### config.mk
export PLATFORM = sky130hd
export DESIGN_NAME = color_op_unit
export DESIGN_NICKNAME = d
export VERILOG_FILES = /design/src/hw/rtl/cou_pkg.sv /design/src/hw/rtl/cou_front.sv /design/src/hw/rtl/cou_hsv_scale.sv /design/src/hw/rtl/cou_place.sv /design/src/hw/rtl/color_op_unit.sv
export SDC_FILE = /design/constraint.sdc
export NUM_CORES = 1
export LEC_CHECK = 0
export BUFFER_PORTS_ARGS = -buffer_cell sky130_fd_sc_hd__buf_2
export CAP_MARGIN = 40
export CORE_UTILIZATION = 50
export CTS_CLUSTER_SIZE = 12
export DETAILED_ROUTE_END_ITERATION = 10
export PLACE_DENSITY_LB_ADDON = 0.15
export SYNTH_ARGS = -nofsm -noshare
export SYNTH_HDL_FRONTEND = slang
export SYNTH_HIERARCHICAL = 1
export SYNTH_SLANG_ARGS = --single-unit
export TNS_END_PERCENT = 50
### constraint.sdc
create_clock -name i_clk -period 20.8 [get_ports i_clk]
set_input_delay 4.16 -clock i_clk [delete_from_list [all_inputs] [get_ports i_clk]]
set_output_delay 4.16 -clock i_clk [all_outputs]
set_load 0.05 [all_outputs]
### src/hw/rtl/cou_pkg.sv
// Shared request codes, constants and pipeline stage types of the color operation unit.
package cou_pkg;

    localparam logic [2:0] REQ_BLEND  = 3'd0;
    localparam logic [2:0] REQ_INVERT = 3'd1;
    localparam logic [2:0] REQ_GRAY   = 3'd2;
    localparam logic [2:0] REQ_BRIGHT = 3'd3;
    localparam logic [2:0] REQ_HSV    = 3'd4;

    localparam logic [4:0] CMAX       = 5'd31;
    localparam logic [7:0] FULL_RATIO = 8'd255;
    localparam logic [12:0] MIX_ROUND = 13'd128;
    localparam logic [7:0] LUM_RED    = 8'd77;
    localparam logic [7:0] LUM_GREEN  = 8'd150;
    localparam logic [7:0] LUM_BLUE   = 8'd29;
    localparam logic [7:0] SECTOR_LEN = 8'd43;

    typedef struct packed {
        logic [4:0] red;
        logic [4:0] green;
        logic [4:0] blue;
    } t_rgb;

    typedef struct packed {
        logic [2:0] req_type;
        t_rgb       a;
        t_rgb       b;
        logic [7:0] mix_ratio;
        logic [7:0] bright_delta;
        logic [7:0] hue;
        logic [7:0] sat;
        logic [7:0] val;
    } t_req;

    // after stage 1: simple ops done, hue split into sector and fraction
    typedef struct packed {
        logic [2:0] req_type;
        t_rgb       simple;
        logic       gray;
        logic [2:0] sector;
        logic [7:0] frac;
        logic [7:0] sat;
        logic [7:0] val;
    } t_s1;

    // after stage 2: saturation terms and p component ready
    typedef struct packed {
        logic [2:0] req_type;
        t_rgb       simple;
        logic       gray;
        logic [2:0] sector;
        logic [7:0] val;
        logic [7:0] k_q;
        logic [7:0] k_t;
        logic [4:0] p;
    } t_s2;

endpackage

### src/hw/rtl/cou_front.sv
// Stage 1: blend, invert, grayscale and brightness, plus hue sector split.
module cou_front
    import cou_pkg::*;
(
    input  logic i_clk,
    input  logic i_rst_n,
    input  logic i_adv,
    input  logic i_vld,
    input  t_req i_req,
    output logic o_vld,
    output t_s1  o_data
);

    logic       r_vld;
    t_s1        r_data;
    t_s1        n_data;

    function automatic logic [4:0] mix5(input logic [4:0] x, input logic [4:0] y,
                                        input logic [7:0] w);
        logic [12:0] acc;
        acc = 13'(x) * 13'(FULL_RATIO - w) + 13'(y) * 13'(w) + MIX_ROUND;
        return acc[12:8];
    endfunction

    function automatic logic [4:0] add_sat(input logic [4:0] x, input logic [4:0] m);
        logic [5:0] sum;
        sum = 6'(x) + 6'(m);
        return (sum > 6'(CMAX)) ? CMAX : sum[4:0];
    endfunction

    function automatic logic [4:0] sub_sat(input logic [4:0] x, input logic [4:0] m);
        return (x > m) ? (x - m) : 5'd0;
    endfunction

    logic [12:0] lum;
    logic [7:0]  mag;
    logic [4:0]  mag5;
    logic [7:0]  base;
    logic [5:0]  diff;
    t_rgb        simple;

    always_comb begin
        lum = 13'(LUM_RED) * 13'(i_req.a.red) + 13'(LUM_GREEN) * 13'(i_req.a.green)
            + 13'(LUM_BLUE) * 13'(i_req.a.blue);
        mag  = i_req.bright_delta[7] ? (8'd0 - i_req.bright_delta) : i_req.bright_delta;
        mag5 = (mag > 8'(CMAX)) ? CMAX : mag[4:0];

        simple = i_req.a;
        unique case (i_req.req_type)
            REQ_BLEND: begin
                if (i_req.mix_ratio == 8'd0) begin
                    simple = i_req.a;
                end else if (i_req.mix_ratio == FULL_RATIO) begin
                    simple = i_req.b;
                end else begin
                    simple.red   = mix5(i_req.a.red, i_req.b.red, i_req.mix_ratio);
                    simple.green = mix5(i_req.a.green, i_req.b.green, i_req.mix_ratio);
                    simple.blue  = mix5(i_req.a.blue, i_req.b.blue, i_req.mix_ratio);
                end
            end
            REQ_INVERT: begin
                simple.red   = CMAX - i_req.a.red;
                simple.green = CMAX - i_req.a.green;
                simple.blue  = CMAX - i_req.a.blue;
            end
            REQ_GRAY: begin
                simple.red   = lum[12:8];
                simple.green = lum[12:8];
                simple.blue  = lum[12:8];
            end
            REQ_BRIGHT: begin
                if (i_req.bright_delta[7]) begin
                    simple.red   = sub_sat(i_req.a.red, mag5);
                    simple.green = sub_sat(i_req.a.green, mag5);
                    simple.blue  = sub_sat(i_req.a.blue, mag5);
                end else begin
                    simple.red   = add_sat(i_req.a.red, mag5);
                    simple.green = add_sat(i_req.a.green, mag5);
                    simple.blue  = add_sat(i_req.a.blue, mag5);
                end
            end
            default: simple = i_req.a;
        endcase

        priority if (i_req.hue < SECTOR_LEN) begin
            n_data.sector = 3'd0;
        end else if (i_req.hue < 8'(2 * SECTOR_LEN)) begin
            n_data.sector = 3'd1;
        end else if (i_req.hue < 8'(3 * SECTOR_LEN)) begin
            n_data.sector = 3'd2;
        end else if (i_req.hue < 8'(4 * SECTOR_LEN)) begin
            n_data.sector = 3'd3;
        end else if (i_req.hue < 8'(5 * SECTOR_LEN)) begin
            n_data.sector = 3'd4;
        end else begin
            n_data.sector = 3'd5;
        end
        base = 8'(SECTOR_LEN * n_data.sector);
        diff = 6'(i_req.hue - base);

        n_data.req_type = i_req.req_type;
        n_data.simple   = simple;
        n_data.gray     = (i_req.sat == 8'd0);
        n_data.frac     = 8'(diff) * 8'd6;
        n_data.sat      = i_req.sat;
        n_data.val      = i_req.val;
    end

    always_ff @(posedge i_clk) begin
        if (!i_rst_n) begin
            r_vld <= 1'b0;
        end else if (i_adv) begin
            r_vld <= i_vld;
        end
    end

    always_ff @(posedge i_clk) begin
        if (i_adv) begin
            r_data <= n_data;
        end
    end

    assign o_vld  = r_vld;
    assign o_data = r_data;

endmodule

### src/hw/rtl/cou_hsv_scale.sv
// Stage 2: saturation products and the p component of the HSV conversion.
module cou_hsv_scale
    import cou_pkg::*;
(
    input  logic i_clk,
    input  logic i_rst_n,
    input  logic i_adv,
    input  logic i_vld,
    input  t_s1  i_data,
    output logic o_vld,
    output t_s2  o_data
);

    logic        r_vld;
    t_s2         r_data;
    t_s2         n_data;
    logic [15:0] prod_q;
    logic [15:0] prod_t;
    logic [15:0] prod_p;

    always_comb begin
        prod_q = 16'(i_data.sat) * 16'(i_data.frac);
        prod_t = 16'(i_data.sat) * 16'(FULL_RATIO - i_data.frac);
        prod_p = 16'(i_data.val) * 16'(FULL_RATIO - i_data.sat);

        n_data.req_type = i_data.req_type;
        n_data.simple   = i_data.simple;
        n_data.gray     = i_data.gray;
        n_data.sector   = i_data.sector;
        n_data.val      = i_data.val;
        n_data.k_q      = prod_q[15:8];
        n_data.k_t      = prod_t[15:8];
        // scale to 8 bits, then drop to 5
        n_data.p        = prod_p[15:11];
    end

    always_ff @(posedge i_clk) begin
        if (!i_rst_n) begin
            r_vld <= 1'b0;
        end else if (i_adv) begin
            r_vld <= i_vld;
        end
    end

    always_ff @(posedge i_clk) begin
        if (i_adv) begin
            r_data <= n_data;
        end
    end

    assign o_vld  = r_vld;
    assign o_data = r_data;

endmodule

### src/hw/rtl/cou_place.sv
// Stage 3: q and t components, sector placement and the output register.
module cou_place
    import cou_pkg::*;
(
    input  logic i_clk,
    input  logic i_rst_n,
    input  logic i_adv,
    input  logic i_vld,
    input  t_s2  i_data,
    output logic o_vld,
    output t_rgb o_rgb
);

    logic        r_vld;
    t_rgb        r_rgb;
    t_rgb        n_rgb;
    logic [15:0] prod_q;
    logic [15:0] prod_t;
    logic [4:0]  q;
    logic [4:0]  t;
    logic [4:0]  v;
    logic [4:0]  p;

    always_comb begin
        prod_q = 16'(i_data.val) * 16'(FULL_RATIO - i_data.k_q);
        prod_t = 16'(i_data.val) * 16'(FULL_RATIO - i_data.k_t);
        q = prod_q[15:11];
        t = prod_t[15:11];
        v = i_data.val[7:3];
        p = i_data.p;

        if (i_data.req_type != REQ_HSV) begin
            n_rgb = i_data.simple;
        end else if (i_data.gray) begin
            n_rgb = '{red: v, green: v, blue: v};
        end else begin
            unique case (i_data.sector)
                3'd0:    n_rgb = '{red: v, green: t, blue: p};
                3'd1:    n_rgb = '{red: q, green: v, blue: p};
                3'd2:    n_rgb = '{red: p, green: v, blue: t};
                3'd3:    n_rgb = '{red: p, green: q, blue: v};
                3'd4:    n_rgb = '{red: t, green: p, blue: v};
                default: n_rgb = '{red: v, green: p, blue: q};
            endcase
        end
    end

    always_ff @(posedge i_clk) begin
        if (!i_rst_n) begin
            r_vld <= 1'b0;
        end else if (i_adv) begin
            r_vld <= i_vld;
        end
    end

    always_ff @(posedge i_clk) begin
        if (i_adv) begin
            r_rgb <= n_rgb;
        end
    end

    assign o_vld = r_vld;
    assign o_rgb = r_rgb;

endmodule

### src/hw/rtl/color_op_unit.sv
// Each accepted request passes through the front, hsv_scale and place stage registers.
// Throughput: one request per cycle while not stalled; each of the three stages advances when
// it is empty or the stage after it moves, so bubbles fill behind a stall.
// The longest path per stage is one 8x8 multiply or the 5x8 blend sums.
// Reset (synchronous, active low) clears all stage valid bits.
module color_op_unit
    import cou_pkg::*;
(
    input  logic       i_clk,
    input  logic       i_rst_n,
    input  logic       i_valid,
    output logic       o_stall,
    input  logic [2:0] i_req_type,
    input  logic [4:0] i_a_red,
    input  logic [4:0] i_a_green,
    input  logic [4:0] i_a_blue,
    input  logic [4:0] i_b_red,
    input  logic [4:0] i_b_green,
    input  logic [4:0] i_b_blue,
    input  logic [7:0] i_mix_ratio,
    input  logic signed [7:0] i_bright_delta,
    input  logic [7:0] i_hue,
    input  logic [7:0] i_sat,
    input  logic [7:0] i_val,
    output logic       o_valid,
    input  logic       i_stall,
    output logic [4:0] o_out_red,
    output logic [4:0] o_out_green,
    output logic [4:0] o_out_blue
);

    t_req req;
    t_s1  s1_data;
    t_s2  s2_data;
    t_rgb s3_rgb;
    logic s1_vld;
    logic s2_vld;
    logic s3_vld;
    logic adv1;
    logic adv2;
    logic adv3;

    always_comb begin
        req.req_type     = i_req_type;
        req.a            = '{red: i_a_red, green: i_a_green, blue: i_a_blue};
        req.b            = '{red: i_b_red, green: i_b_green, blue: i_b_blue};
        req.mix_ratio    = i_mix_ratio;
        req.bright_delta = i_bright_delta;
        req.hue          = i_hue;
        req.sat          = i_sat;
        req.val          = i_val;
    end

    // a stage moves when it is empty or its successor moves
    assign adv3    = !s3_vld || !i_stall;
    assign adv2    = !s2_vld || adv3;
    assign adv1    = !s1_vld || adv2;
    assign o_stall = !adv1;

    cou_front u_front (
        .i_clk   (i_clk),
        .i_rst_n (i_rst_n),
        .i_adv   (adv1),
        .i_vld   (i_valid),
        .i_req   (req),
        .o_vld   (s1_vld),
        .o_data  (s1_data)
    );

    cou_hsv_scale u_hsv_scale (
        .i_clk   (i_clk),
        .i_rst_n (i_rst_n),
        .i_adv   (adv2),
        .i_vld   (s1_vld),
        .i_data  (s1_data),
        .o_vld   (s2_vld),
        .o_data  (s2_data)
    );

    cou_place u_place (
        .i_clk   (i_clk),
        .i_rst_n (i_rst_n),
        .i_adv   (adv3),
        .i_vld   (s2_vld),
        .i_data  (s2_data),
        .o_vld   (s3_vld),
        .o_rgb   (s3_rgb)
    );

    assign o_valid     = s3_vld;
    assign o_out_red   = s3_rgb.red;
    assign o_out_green = s3_rgb.green;
    assign o_out_blue  = s3_rgb.blue;

endmodule

### Word level (Yosys, flattened, before mapping)

Cells that the tools add are included.

| word-level totals | value |
|---|---|
| flip-flop bits (word level) | 114 |
| latch bits | 0 |
| RAM bits | 0 |
| memory bits (read-only) | 0 |
| input bits | 77 |
| logic and storage cells | 118 |
| memories | 0 |

| cells by class | value |
|---|---|
| add/sub/neg operators | 24 |
| multipliers | 16 |
| divide/modulo/power cells | 0 |
| order comparisons | 12 |
| eq/ne operators | 9 |
| shift operators | 0 |
| multiplexer cells | 20 |
| bitwise logic cells | 0 |
| reduce and logical (&&, ||, !) cells | 12 |

Operator list:

| cell | number |
|---|---|
| $mux 15 | 5 |
| $pmux 15 s5 | 1 |
| $mul 8x16->16 | 4 |
| $pmux 15 s4 | 1 |
| $sub 8x8->9 const A | 5 |
| $add 13x13->13 | 3 |
| $add 13x8->13 const B | 3 |
| $mul 5x13->13 | 3 |
| $mul 5x8->13 | 3 |
| $mux 5 | 7 |
| $lt 8x8->1 const B | 3 |
| $mul 7x5->12 const A | 2 |
| $add 5x5->6 | 3 |
| $gt 6x5->1 const B | 3 |
| $logic_not 8->1 | 2 |
| $gt 5x5->1 | 3 |
| $mul 8x7->15 | 1 |
| $sub 5x5->5 | 3 |
| $sub 5x5->5 const A | 3 |
| $add 12x13->13 | 1 |
| $add 13x10->13 | 1 |
| $eq 3x2->1 const B | 4 |
| $mux 3 | 4 |
| $mul 5x5->10 const A | 1 |
| other kinds (16) | 24 |

### Longest topological paths before layout

Gate-level depths: netlist of the first run.

| logic depth | value |
|---|---|
| depth in word-level cells | 9 |
| depth in mapped cells | 22 |
| gate-level depth less buffers | 22 |

### By module

Netlist of the first run, hierarchy kept.

Modules (own cells, without submodules):

| module | instances | cells each | area each (µm²) | sequential area each (µm²) |
|---|---|---|---|---|
| cou_front | 1 | 1,469 | 13,275.2 | 1,371.3 |
| cou_hsv_scale | 1 | 707 | 7,492.2 | 1,551.5 |
| cou_place | 1 | 609 | 5,361.4 | 470.5 |
| color_op_unit | 1 | 4 | 23.8 | 0.0 |

### Least setup slack after synthesis of the first run

OpenSTA, ideal clock, no wires.

| timing | value |
|---|---|
| path kind | input port to flip-flop |
| start | in i_mix_ratio[0] |
| end | reg u_front.r_data, in the netlist u_front/o_data[37] (data pin) |
| setup time | 272 ps |
| arrival | 9,270 ps |
| required time | 20,528 ps |
| setup slack | 11,258 ps |
| stages | 17 |
| buffers on the path | 1 |
| cell sequence | clkbuf_1 nand2_1 fa_1 fa_1 inv_1 fa_1 fa_1 fa_1 ha_1 a21o_1 a21o_1 a2111oi_0 o31ai_1 a21oi_1 xnor2_1 a21oi_1 or4_1 |

RTL lines:

| item | line | RTL |
|---|---|---|
| start: declaration | color_op_unit.sv:20 | `input logic [7:0] i_mix_ratio,` |
| end signal: assignment | cou_front.sv:119 | `r_data <= n_data;` |
| end: declaration | cou_front.sv:15 | `t_s1 r_data;` |

==> results of run 1 <==
## flip-flops by register name, summed over array words and instances, names as in the netlist
name	cells
u_hsv_scale/o_data	51
u_front/o_vld	1
u_place/o_vld	1
u_place/o_rgb	15
u_front/o_data	45
u_hsv_scale/o_vld	1
## through the flow
stage          util [%]  instance area, sq um
2_1_floorplan         -                 26200
3_3_place_gp       52.8                 27200
3_5_place_dp       52.9                 27300
4_1_cts            54.1                 27800
5_1_grt            54.1                 27800
6_report           54.1                 27900
## per-layer routing
metal / track usage [%] / routed length [um] / up-vias / share of wire (%)
met2: 44.6 / 32200 / 428 / 51
li1: - / - / 8969 / -
met4: 7.26 / 1560 / 2 / 2.5
met1: 31.4 / 27500 / 9512 / 43
met3: 2.11 / 2130 / 86 / 3.4
met5: 0 / 20 / - / 0.032
## final cells by class
| cell class | count | area [sq um] |
|---|---|---|
| fill | 4702 | 23700 |
| sequential | 114 | 3390 |
| clock inverter | 15 | 163 |
| clock buffer | 17 | 425 |
| tap | 680 | 851 |
| timing repair buffer | 107 | 606 |
| inverter | 550 | 2060 |
| antenna | 1 | 2.50 |
| multi-input combinational | 2032 | 20300 |
## cells by family after synthesis
family	Yosys count	synth area share (%)
compound gates	338	9.32
xor+xnor	97	3.25
fa+ha+maj	761	47.3
buf+inv	643	9.25
flops	114	13.0
mux	13	0.507
other cells	1	0.0143
simple gates	822	17.3
## worst max path at each step
stage                   startpoint                 end  slack (ns)
floorplan           i_mix_ratio[0]  u_front/o_data[37]       11.26
global placement    i_mix_ratio[1]  u_front/o_data[37]       10.66
detailed placement  i_mix_ratio[1]  u_front/o_data[37]       10.58
CTS                 i_mix_ratio[1]  u_front/o_data[37]       11.03
global route        i_mix_ratio[1]  u_front/o_data[37]       10.69
finish              i_mix_ratio[4]  u_front/o_data[37]       11.06
## worst max-delay path, stage by stage
cell and delay (ns):
buf_2 0.44, nand2_1 0.17, fa_1 0.57, inv_1 0.05
fa_1 0.48, fa_1 0.54, fa_1 0.55, inv_1 0.05
fa_1 0.52, inv_1 0.04, ha_1 0.27, a21o_1 0.17
a2111oi_0 0.69, o31ai_1 0.23, a21oi_1 0.22, xnor2_1 0.14
a21oi_1 0.09, or4_1 0.51
## cell usage after synthesis (5+ instances only)
cell type and instances:
a211o_1 5, a211oi_1 9, a21o_1 23, a21oi_1 94, a221oi_1 8, a22oi_1 6, a31oi_1 16, and2_1 137
and3_1 5, clkbuf_1 89, edfxtp_1 111, fa_1 381, ha_1 380, inv_1 543, mux2i_1 11, nand2_1 123
nand2b_1 152, nand3_1 26, nand4_1 9, nor2_1 129, nor2b_1 183, nor3_1 15, nor4_1 6, o2111ai_1 6
o211ai_1 12, o21a_1 6, o21ai_0 36, o21ai_1 14, o21bai_1 23, o221ai_1 7, o22ai_1 7, o31ai_1 7
or4_1 5, xnor2_1 61, xor2_1 36
==> flow_metrics.py, run 1 <==
metrics = {
    "status": {
        "outcome": "finished clean",
    },
    "floorplan": {
        "rows": 83,
        "die-area_sq_um": 53200,
        "ios": 94,
        "initial_core_util_pct": 50.8,
        "core_region_area_sq_um": 51500,
        "die_h_um": 231,
        "die_w_um": 231,
    },
    "logic_synthesis": {
        "yosysTopAreaCellShare_pct": 29.2,
        "yosys_most_used_dff": "edfxtp_1",
        "synth_top_cells_by_area": "fa_1 29%, ha_1 18%, edfxtp_1 13%, inv_1 7.8%, nor2b_1 4.4%",
        "async_reset_ff_share_pct": 0,
        "synth-seq-cells": 114,
        "synth_cell_types": 95,
        "synth_nets": 3627,
        "ys.warnings.count": 6,
        "synth_edf_count": 111,
        "synth_seq_area_share_pct": 13.0,
        "avgSynthCellArea_sq_um": 9.38,
        "yosys.area.top_type": "fa_1",
        "synthCells": 2789,
        "syn-cell-area_sq_um": 26200,
    },
    "timing": {
        "final.setup.tns_ns": 0,
        "skew_ns": 0.0173,
        "setup_viol_count_final": 0,
        "hold_slack_ns": 0.424,
        "final.period_utilization_pct": 46.8,
        "worst_pin_slew_ns": 0.814,
        "rsz0062_at_grt": "no",
        "finalHoldViolations": 0,
        "clock.fmax_mhz": 103,
        "maxSlewViolCount": 0,
        "final.min_clock_period_ns": 9.74,
        "final.setup.worst_slack_ns": 11.06,
        "slew_headroom_pct": 45.7,
    },
    "critical_path": {
        "cp.arrival_ns": 9.92,
        "cp.required_ns": 20.98,
        "worstSetupPathType": "input pin to register",
        "r2r-start": "u_hsv_scale/o_data[25]",
        "critPathLaunchType": "input pin",
        "endpoint_kind": "register",
        "timing.rr.end": "u_place/o_rgb[14]",
        "ff2ff_setup_slack_ns": 14.86,
        "critPathMaxFanout": 32,
        "r2r_cells": 16,
    },
    "cts": {
        "clk_latency_ns": 0.44,
        "cts_resized": 0,
        "cts_tree": "yes",
        "cts_buffers": 17,
        "cts_setup_buffers": 0,
        "cts-htree-levels": 4,
        "cts_hold_buf": 0,
        "cts_max_path_buffers": 2,
        "cts.sinks": 114,
        "clkTransAtPathRegs_ns": 0.07,
        "cts_root_buf": "clkbuf_16",
    },
    "detailed_routing": {
        "drtIter0Drc": 1377,
        "wl_per_cell_um": 18.0,
        "firstDrtPassIters": 5,
        "drc": 0,
        "ant_nets": 0,
        "vias": 19000,
        "routed_wl_mm": 63.4,
        "viasPerCell": 5.40,
    },
    "grt": {
        "gr-total-overflow": 0,
        "antenna_found_initial": 2,
        "grt_pass1_vias": 20200,
        "track_usage_pct": 24.7,
        "grt_max_degree": 53,
        "grt_pass1_wl_mm": 104,
    },
    "hold_path": {
        "min-delay-start": "u_front/o_data[36]",
        "hold_path_depth": 0,
        "hold_class": "register to register",
        "hold_path_end": "u_hsv_scale/o_data[41]",
    },
    "place": {
        "dp_slack_ns": 10.58,
        "io_buffers": 93,
        "gp_congestion": 0.888,
        "dp.cells": 3483,
        "dpl.hpwl_mm": 50.2,
    },
    "layout": {
        "mostFrequentLayoutCells": "543 x inv_1, 381 x fa_1, 380 x ha_1, 183 x nor2b_1, 152 x nand2b_1",
        "final_common_cell": "inv_1",
        "areaGrowthSynthToFinish_pct": 6.49,
        "drive_gt1_share_pct": 6.28,
        "layout.cells.non_filler": 3516,
        "fin_nets": 3660,
    },
    "job": {
        "maxCapViolCount": 0,
    },
}
Power of run 1 is not shown: default switching activity piles up to over one toggle a cycle in this logic, so the estimate is an artifact.
==> run 2, diff against run 1 <==
==> constraint.sdc (replaced) <==
create_clock -name i_clk -period 9.2 [get_ports i_clk]
set_input_delay 1.84 -clock i_clk [delete_from_list [all_inputs] [get_ports i_clk]]
set_output_delay 1.84 -clock i_clk [all_outputs]
set_load 0.05 [all_outputs]
==> run 2 against run 1 <==
Non-clock buffer count increased by 3. Utilization about the same. Largest cell class unchanged. Hold slack got worse by 0.0037 ns. Wire length increased by 0.28%. Critical path depth decreased by 1. Die area unchanged.
==> flow_metrics.py, run 2 (synthesis results as in run 1) <==
metrics = {
    "timing": {
        "skew_ns": 0.0107,
        "final.setup.tns_ns": 0,
        "final.period_utilization_pct": 80.9,
        "final.min_clock_period_ns": 7.45,
        "final.setup.worst_slack_ns": 1.75,
        "rsz0062_at_grt": "no",
        "setup_viol_count_final": 0,
        "maxSlewViolCount": 0,
        "worst_pin_slew_ns": 0.837,
        "clock.fmax_mhz": 134,
        "slew_headroom_pct": 44.2,
        "finalHoldViolations": 0,
    },
    "cts": {
        "cts_max_path_buffers": 2,
        "cts_root_buf": "clkbuf_16",
        "cts-htree-levels": 4,
        "cts_setup_buffers": 0,
        "cts_tree": "yes",
        "cts_buffers": 17,
        "cts_hold_buf": 0,
        "cts_resized": 0,
        "cts.sinks": 114,
        "clk_latency_ns": 0.43,
        "clkTransAtPathRegs_ns": 0.06,
    },
    "layout": {
        "drive_gt1_share_pct": 6.31,
        "layout.cells.non_filler": 3519,
        "final_common_cell": "inv_1",
        "areaGrowthSynthToFinish_pct": 6.47,
        "mostFrequentLayoutCells": "543 x inv_1, 381 x fa_1, 380 x ha_1, 183 x nor2b_1, 152 x nand2b_1",
        "fin_nets": 3663,
        "fillers": 4724,
        "largest_reg_flops": 51,
        "stdcell_area_sq_um": 27800,
    },
    "place": {
        "dp.cells": 3486,
        "io_buffers": 93,
        "placed_cell_area_sq_um": 27300,
        "dp_slack_ns": 1.32,
        "gp_congestion": 0.892,
        "dpl.hpwl_mm": 50.4,
    },
    "critical_path": {
        "critPathMaxFanout": 32,
        "startpoint": "i_mix_ratio[1]",
        "path_common_cell": "fa_1",
        "r2r-start": "u_hsv_scale/o_data[25]",
        "cp.arrival_ns": 7.62,
        "cp_slowest_cell": "a2111oi_0",
        "worstSetupPathType": "input pin to register",
        "cp.required_ns": 9.37,
        "endpoint_kind": "register",
        "cp_slowest_stage_delay_ns": 0.66,
        "cp_top_family": "adder cells",
        "critPathLaunchType": "input pin",
        "crit_path_cell_trace": "buf_2 -> nand2_1 -> fa_1 -> fa_1 -> inv_1 -> fa_1 -> fa_1 -> fa_1 -> ha_1 -> a21o_1 -> a21o_1 -> a2111oi_0 -> o31ai_1 -> a21oi_1 -> xnor2_1 -> a21oi_1 -> or4_1",
        "ff2ff_setup_slack_ns": 3.24,
        "critPathBufInv": 2,
    },
    "hold_path": {
        "hold_class": "register to register",
        "min-delay-start": "u_front/o_data[44]",
    },
    "detailed_routing": {
        "routed_wl_mm": 63.5,
        "drc": 0,
        "vias": 19100,
        "viasPerCell": 5.42,
        "firstDrtPassIters": 6,
        "ant_nets": 0,
        "wl_per_cell_um": 18.1,
        "drtIter0Drc": 1203,
    },
    "job": {
        "maxCapViolCount": 0,
    },
    "grt": {
        "antenna_found_initial": 5,
        "track_usage_pct": 24.8,
        "grt_pass1_wl_mm": 104,
        "grt_max_degree": 53,
        "grt_pass1_vias": 20300,
        "gr-total-overflow": 0,
    },
    "status": {
        "outcome": "finished clean",
    },
    "floorplan": {
        "core_region_area_sq_um": 51500,
        "die_h_um": 231,
        "die-area_sq_um": 53200,
        "initial_core_util_pct": 50.8,
        "rows": 83,
        "die_w_um": 231,
        "ios": 94,
    },
}
run 2: metal layers:
layer / GRT usage, % / up-vias / part of all wire [%]
met5: 0 / - / 0.019
met1: 31.3 / 9495 / 42
met2: 44.1 / 484 / 50
met3: 2.63 / 114 / 4.1
li1: - / 8977 / -
met4: 8.51 / 2 / 3.1
run 2: worst paths after layout:
check                           endpoint  cells past startpoint
hold reg to reg   u_hsv_scale/o_data[49]                      0
hold / removal    u_hsv_scale/o_data[49]                      0
setup / recovery      u_front/o_data[37]                     17
setup reg to reg        u_place/o_rgb[4]                     16
run 2: final cells by class:
type	count	area [sq um]	area share, %
clock inverters	14	131	0.472
flip-flops and latches	114	3390	12.2
clock buffers	17	425	1.53
well taps	680	851	3.06
multi-input cells	2032	20300	73.1
diodes	2	5.00	0.0180
repair buffers	110	628	2.26
inverters	550	2060	7.41
run 2: metrics by stage:
step	hold WS, ns	utilization, %
5_1_grt	0.420	54.1
3_3_place_gp	0.403	52.8
4_1_cts	0.419	54.0
6_report	0.420	54.1
3_5_place_dp	0.405	53.0
2_1_floorplan	0.400	-
Power of run 2 is left out for the same reason.
==> run 3, diff against run 2 <==
==> constraint.sdc (replaced) <==
create_clock -name i_clk -period 7.25 [get_ports i_clk]
set_input_delay 1.45 -clock i_clk [delete_from_list [all_inputs] [get_ports i_clk]]
set_output_delay 1.45 -clock i_clk [all_outputs]
set_load 0.05 [all_outputs]
==> run 3 against run 2 <==
Clock-buffer cell count stayed put. Clock skew is 0.0012 ns higher. Critical path depth is 1 higher. Wire length is 3.4% higher. Sequential share of layout area is 0.15 points lower. Non-clock buffer count is 37 higher. Cell area is 1.3% higher. Die area stayed put. Setup slack worse by 1.3 ns. Sequential cell count stayed put. Utilization is 0.69 points higher.
==> flow_metrics.py, run 3 (synthesis results as in run 1) <==
metrics = {
    "status": {
        "outcome": "finished clean",
    },
    "critical_path": {
        "ff2ff_setup_slack_ns": 1.36,
        "crit_path_cell_trace": "buf_2 -> nand2b_1 -> fa_1 -> inv_1 -> fa_1 -> fa_1 -> fa_1 -> fa_1 -> ha_1 -> a21o_1 -> a21o_1 -> a2111oi_0 -> buf_4 -> o31ai_1 -> a21oi_1 -> xnor2_1 -> a21oi_1 -> or4_1",
        "cp_slowest_cell": "fa_1",
        "endpoint_kind": "register",
        "critPathLaunchType": "input pin",
        "cp.required_ns": 7.43,
        "cp_top_family": "adder cells",
        "path_common_cell": "fa_1",
        "critPathBufInv": 3,
        "critPathMaxFanout": 16,
        "cp.arrival_ns": 6.94,
        "worstSetupPathType": "input pin to register",
        "cp_slowest_stage_delay_ns": 0.55,
    },
    "detailed_routing": {
        "drtIter0Drc": 1099,
        "ant_nets": 0,
        "viasPerCell": 5.40,
        "firstDrtPassIters": 7,
        "vias": 19200,
        "wl_per_cell_um": 18.5,
        "routed_wl_mm": 65.7,
        "drc": 0,
    },
    "grt": {
        "grt_pass1_wl_mm": 107,
        "gr-max-usage-layer": "met2",
        "grt_pass1_vias": 20300,
        "antenna_found_initial": 2,
        "grtUsageMet2_pct": 44.9,
        "grt_max_degree": 53,
        "use_met1_pct": 33.1,
        "met3_usage_pct": 2.51,
        "track_usage_pct": 25.5,
        "gr-total-overflow": 0,
    },
    "floorplan": {
        "die-area_sq_um": 53200,
        "die_w_um": 231,
        "initial_core_util_pct": 50.8,
        "die_h_um": 231,
        "rows": 83,
        "ios": 94,
        "core_region_area_sq_um": 51500,
    },
    "cts": {
        "clk_latency_ns": 0.44,
        "cts_tree": "yes",
        "cts-htree-levels": 4,
        "cts.sinks": 114,
        "cts_hold_buf": 0,
        "cts_max_path_buffers": 2,
        "clkTransAtPathRegs_ns": 0.06,
        "cts_buffers": 17,
        "cts_root_buf": "clkbuf_16",
        "cts_setup_buffers": 0,
        "cts_resized": 0,
    },
    "place": {
        "gp_congestion": 0.926,
        "io_buffers": 93,
        "placed_cell_area_sq_um": 27600,
        "dpl.hpwl_mm": 53.4,
    },
    "timing": {
        "setup_viol_count_final": 0,
        "slew_headroom_pct": 42.7,
        "finalHoldViolations": 0,
        "worst_pin_slew_ns": 0.860,
        "skew_ns": 0.0119,
        "final.min_clock_period_ns": 6.77,
        "final.setup.tns_ns": 0,
        "rsz0062_at_grt": "no",
        "final.period_utilization_pct": 93.3,
        "clock.fmax_mhz": 148,
        "maxSlewViolCount": 0,
    },
    "job": {
        "maxCapViolCount": 0,
    },
    "layout": {
        "drive_gt1_share_pct": 7.55,
        "mostFrequentLayoutCells": "543 x inv_1, 381 x fa_1, 380 x ha_1, 183 x nor2b_1, 152 x nand2b_1",
        "largest_reg_flops": 51,
        "stdcell_area_sq_um": 28200,
        "final_common_cell": "inv_1",
        "fin_nets": 3700,
        "areaGrowthSynthToFinish_pct": 7.83,
    },
    "hold_path": {
        "hold_class": "register to register",
    },
}
run 3: cell count changes in the layout (fill, tap and decap cells not counted), moves of 2 or more:
cell	change
buf_16	+3
buf_4	+38
buf_8	-4
bufinv_16	+2
run 3: metal layers:
layer	up-vias	part of all wire [%]	wire, um
met3	89	3.5	2270
li1	9071	-	-
met5	-	0.015	10
met1	9635	44	29000
met4	2	2.7	1770
met2	404	50	32700
run 3: path summary, 6_finish.rpt:
| kind | from | to | cells after the start |
|---|---|---|---|
| max | i_a_green[2] | u_front/o_data[37] | 18 |
| min | u_front/o_data[30] | u_hsv_scale/o_data[35] | 0 |
| max reg2reg | u_hsv_scale/o_data[25] | u_place/o_rgb[4] | 16 |
| min reg2reg | u_front/o_data[30] | u_hsv_scale/o_data[35] | 0 |
run 3: metrics by stage:
stage | setup WS, ns | std cells | hold WS, ns | util, %
global placement | 0.161 | 3518 | 0.404 | 53.4
detailed placement | 0.0504 | 3523 | 0.405 | 53.6
finish | 0.484 | 3555 | 0.417 | 54.7
floorplan | 0.418 | 2789 | 0.400 | -
global route | 0.269 | 3554 | 0.428 | 54.7
CTS | 0.515 | 3554 | 0.412 | 54.7
run 3: layout make-up:
type | instances | area (sq um)
antenna | 1 | 2.50
clock buffer | 17 | 425
clock inverter | 14 | 181
fill | 4743 | 23300
inverter | 550 | 2060
multi-input combinational | 2032 | 20300
sequential | 114 | 3390
tap | 680 | 851
timing repair buffer | 147 | 936
Power of run 3 is left out for the same reason.
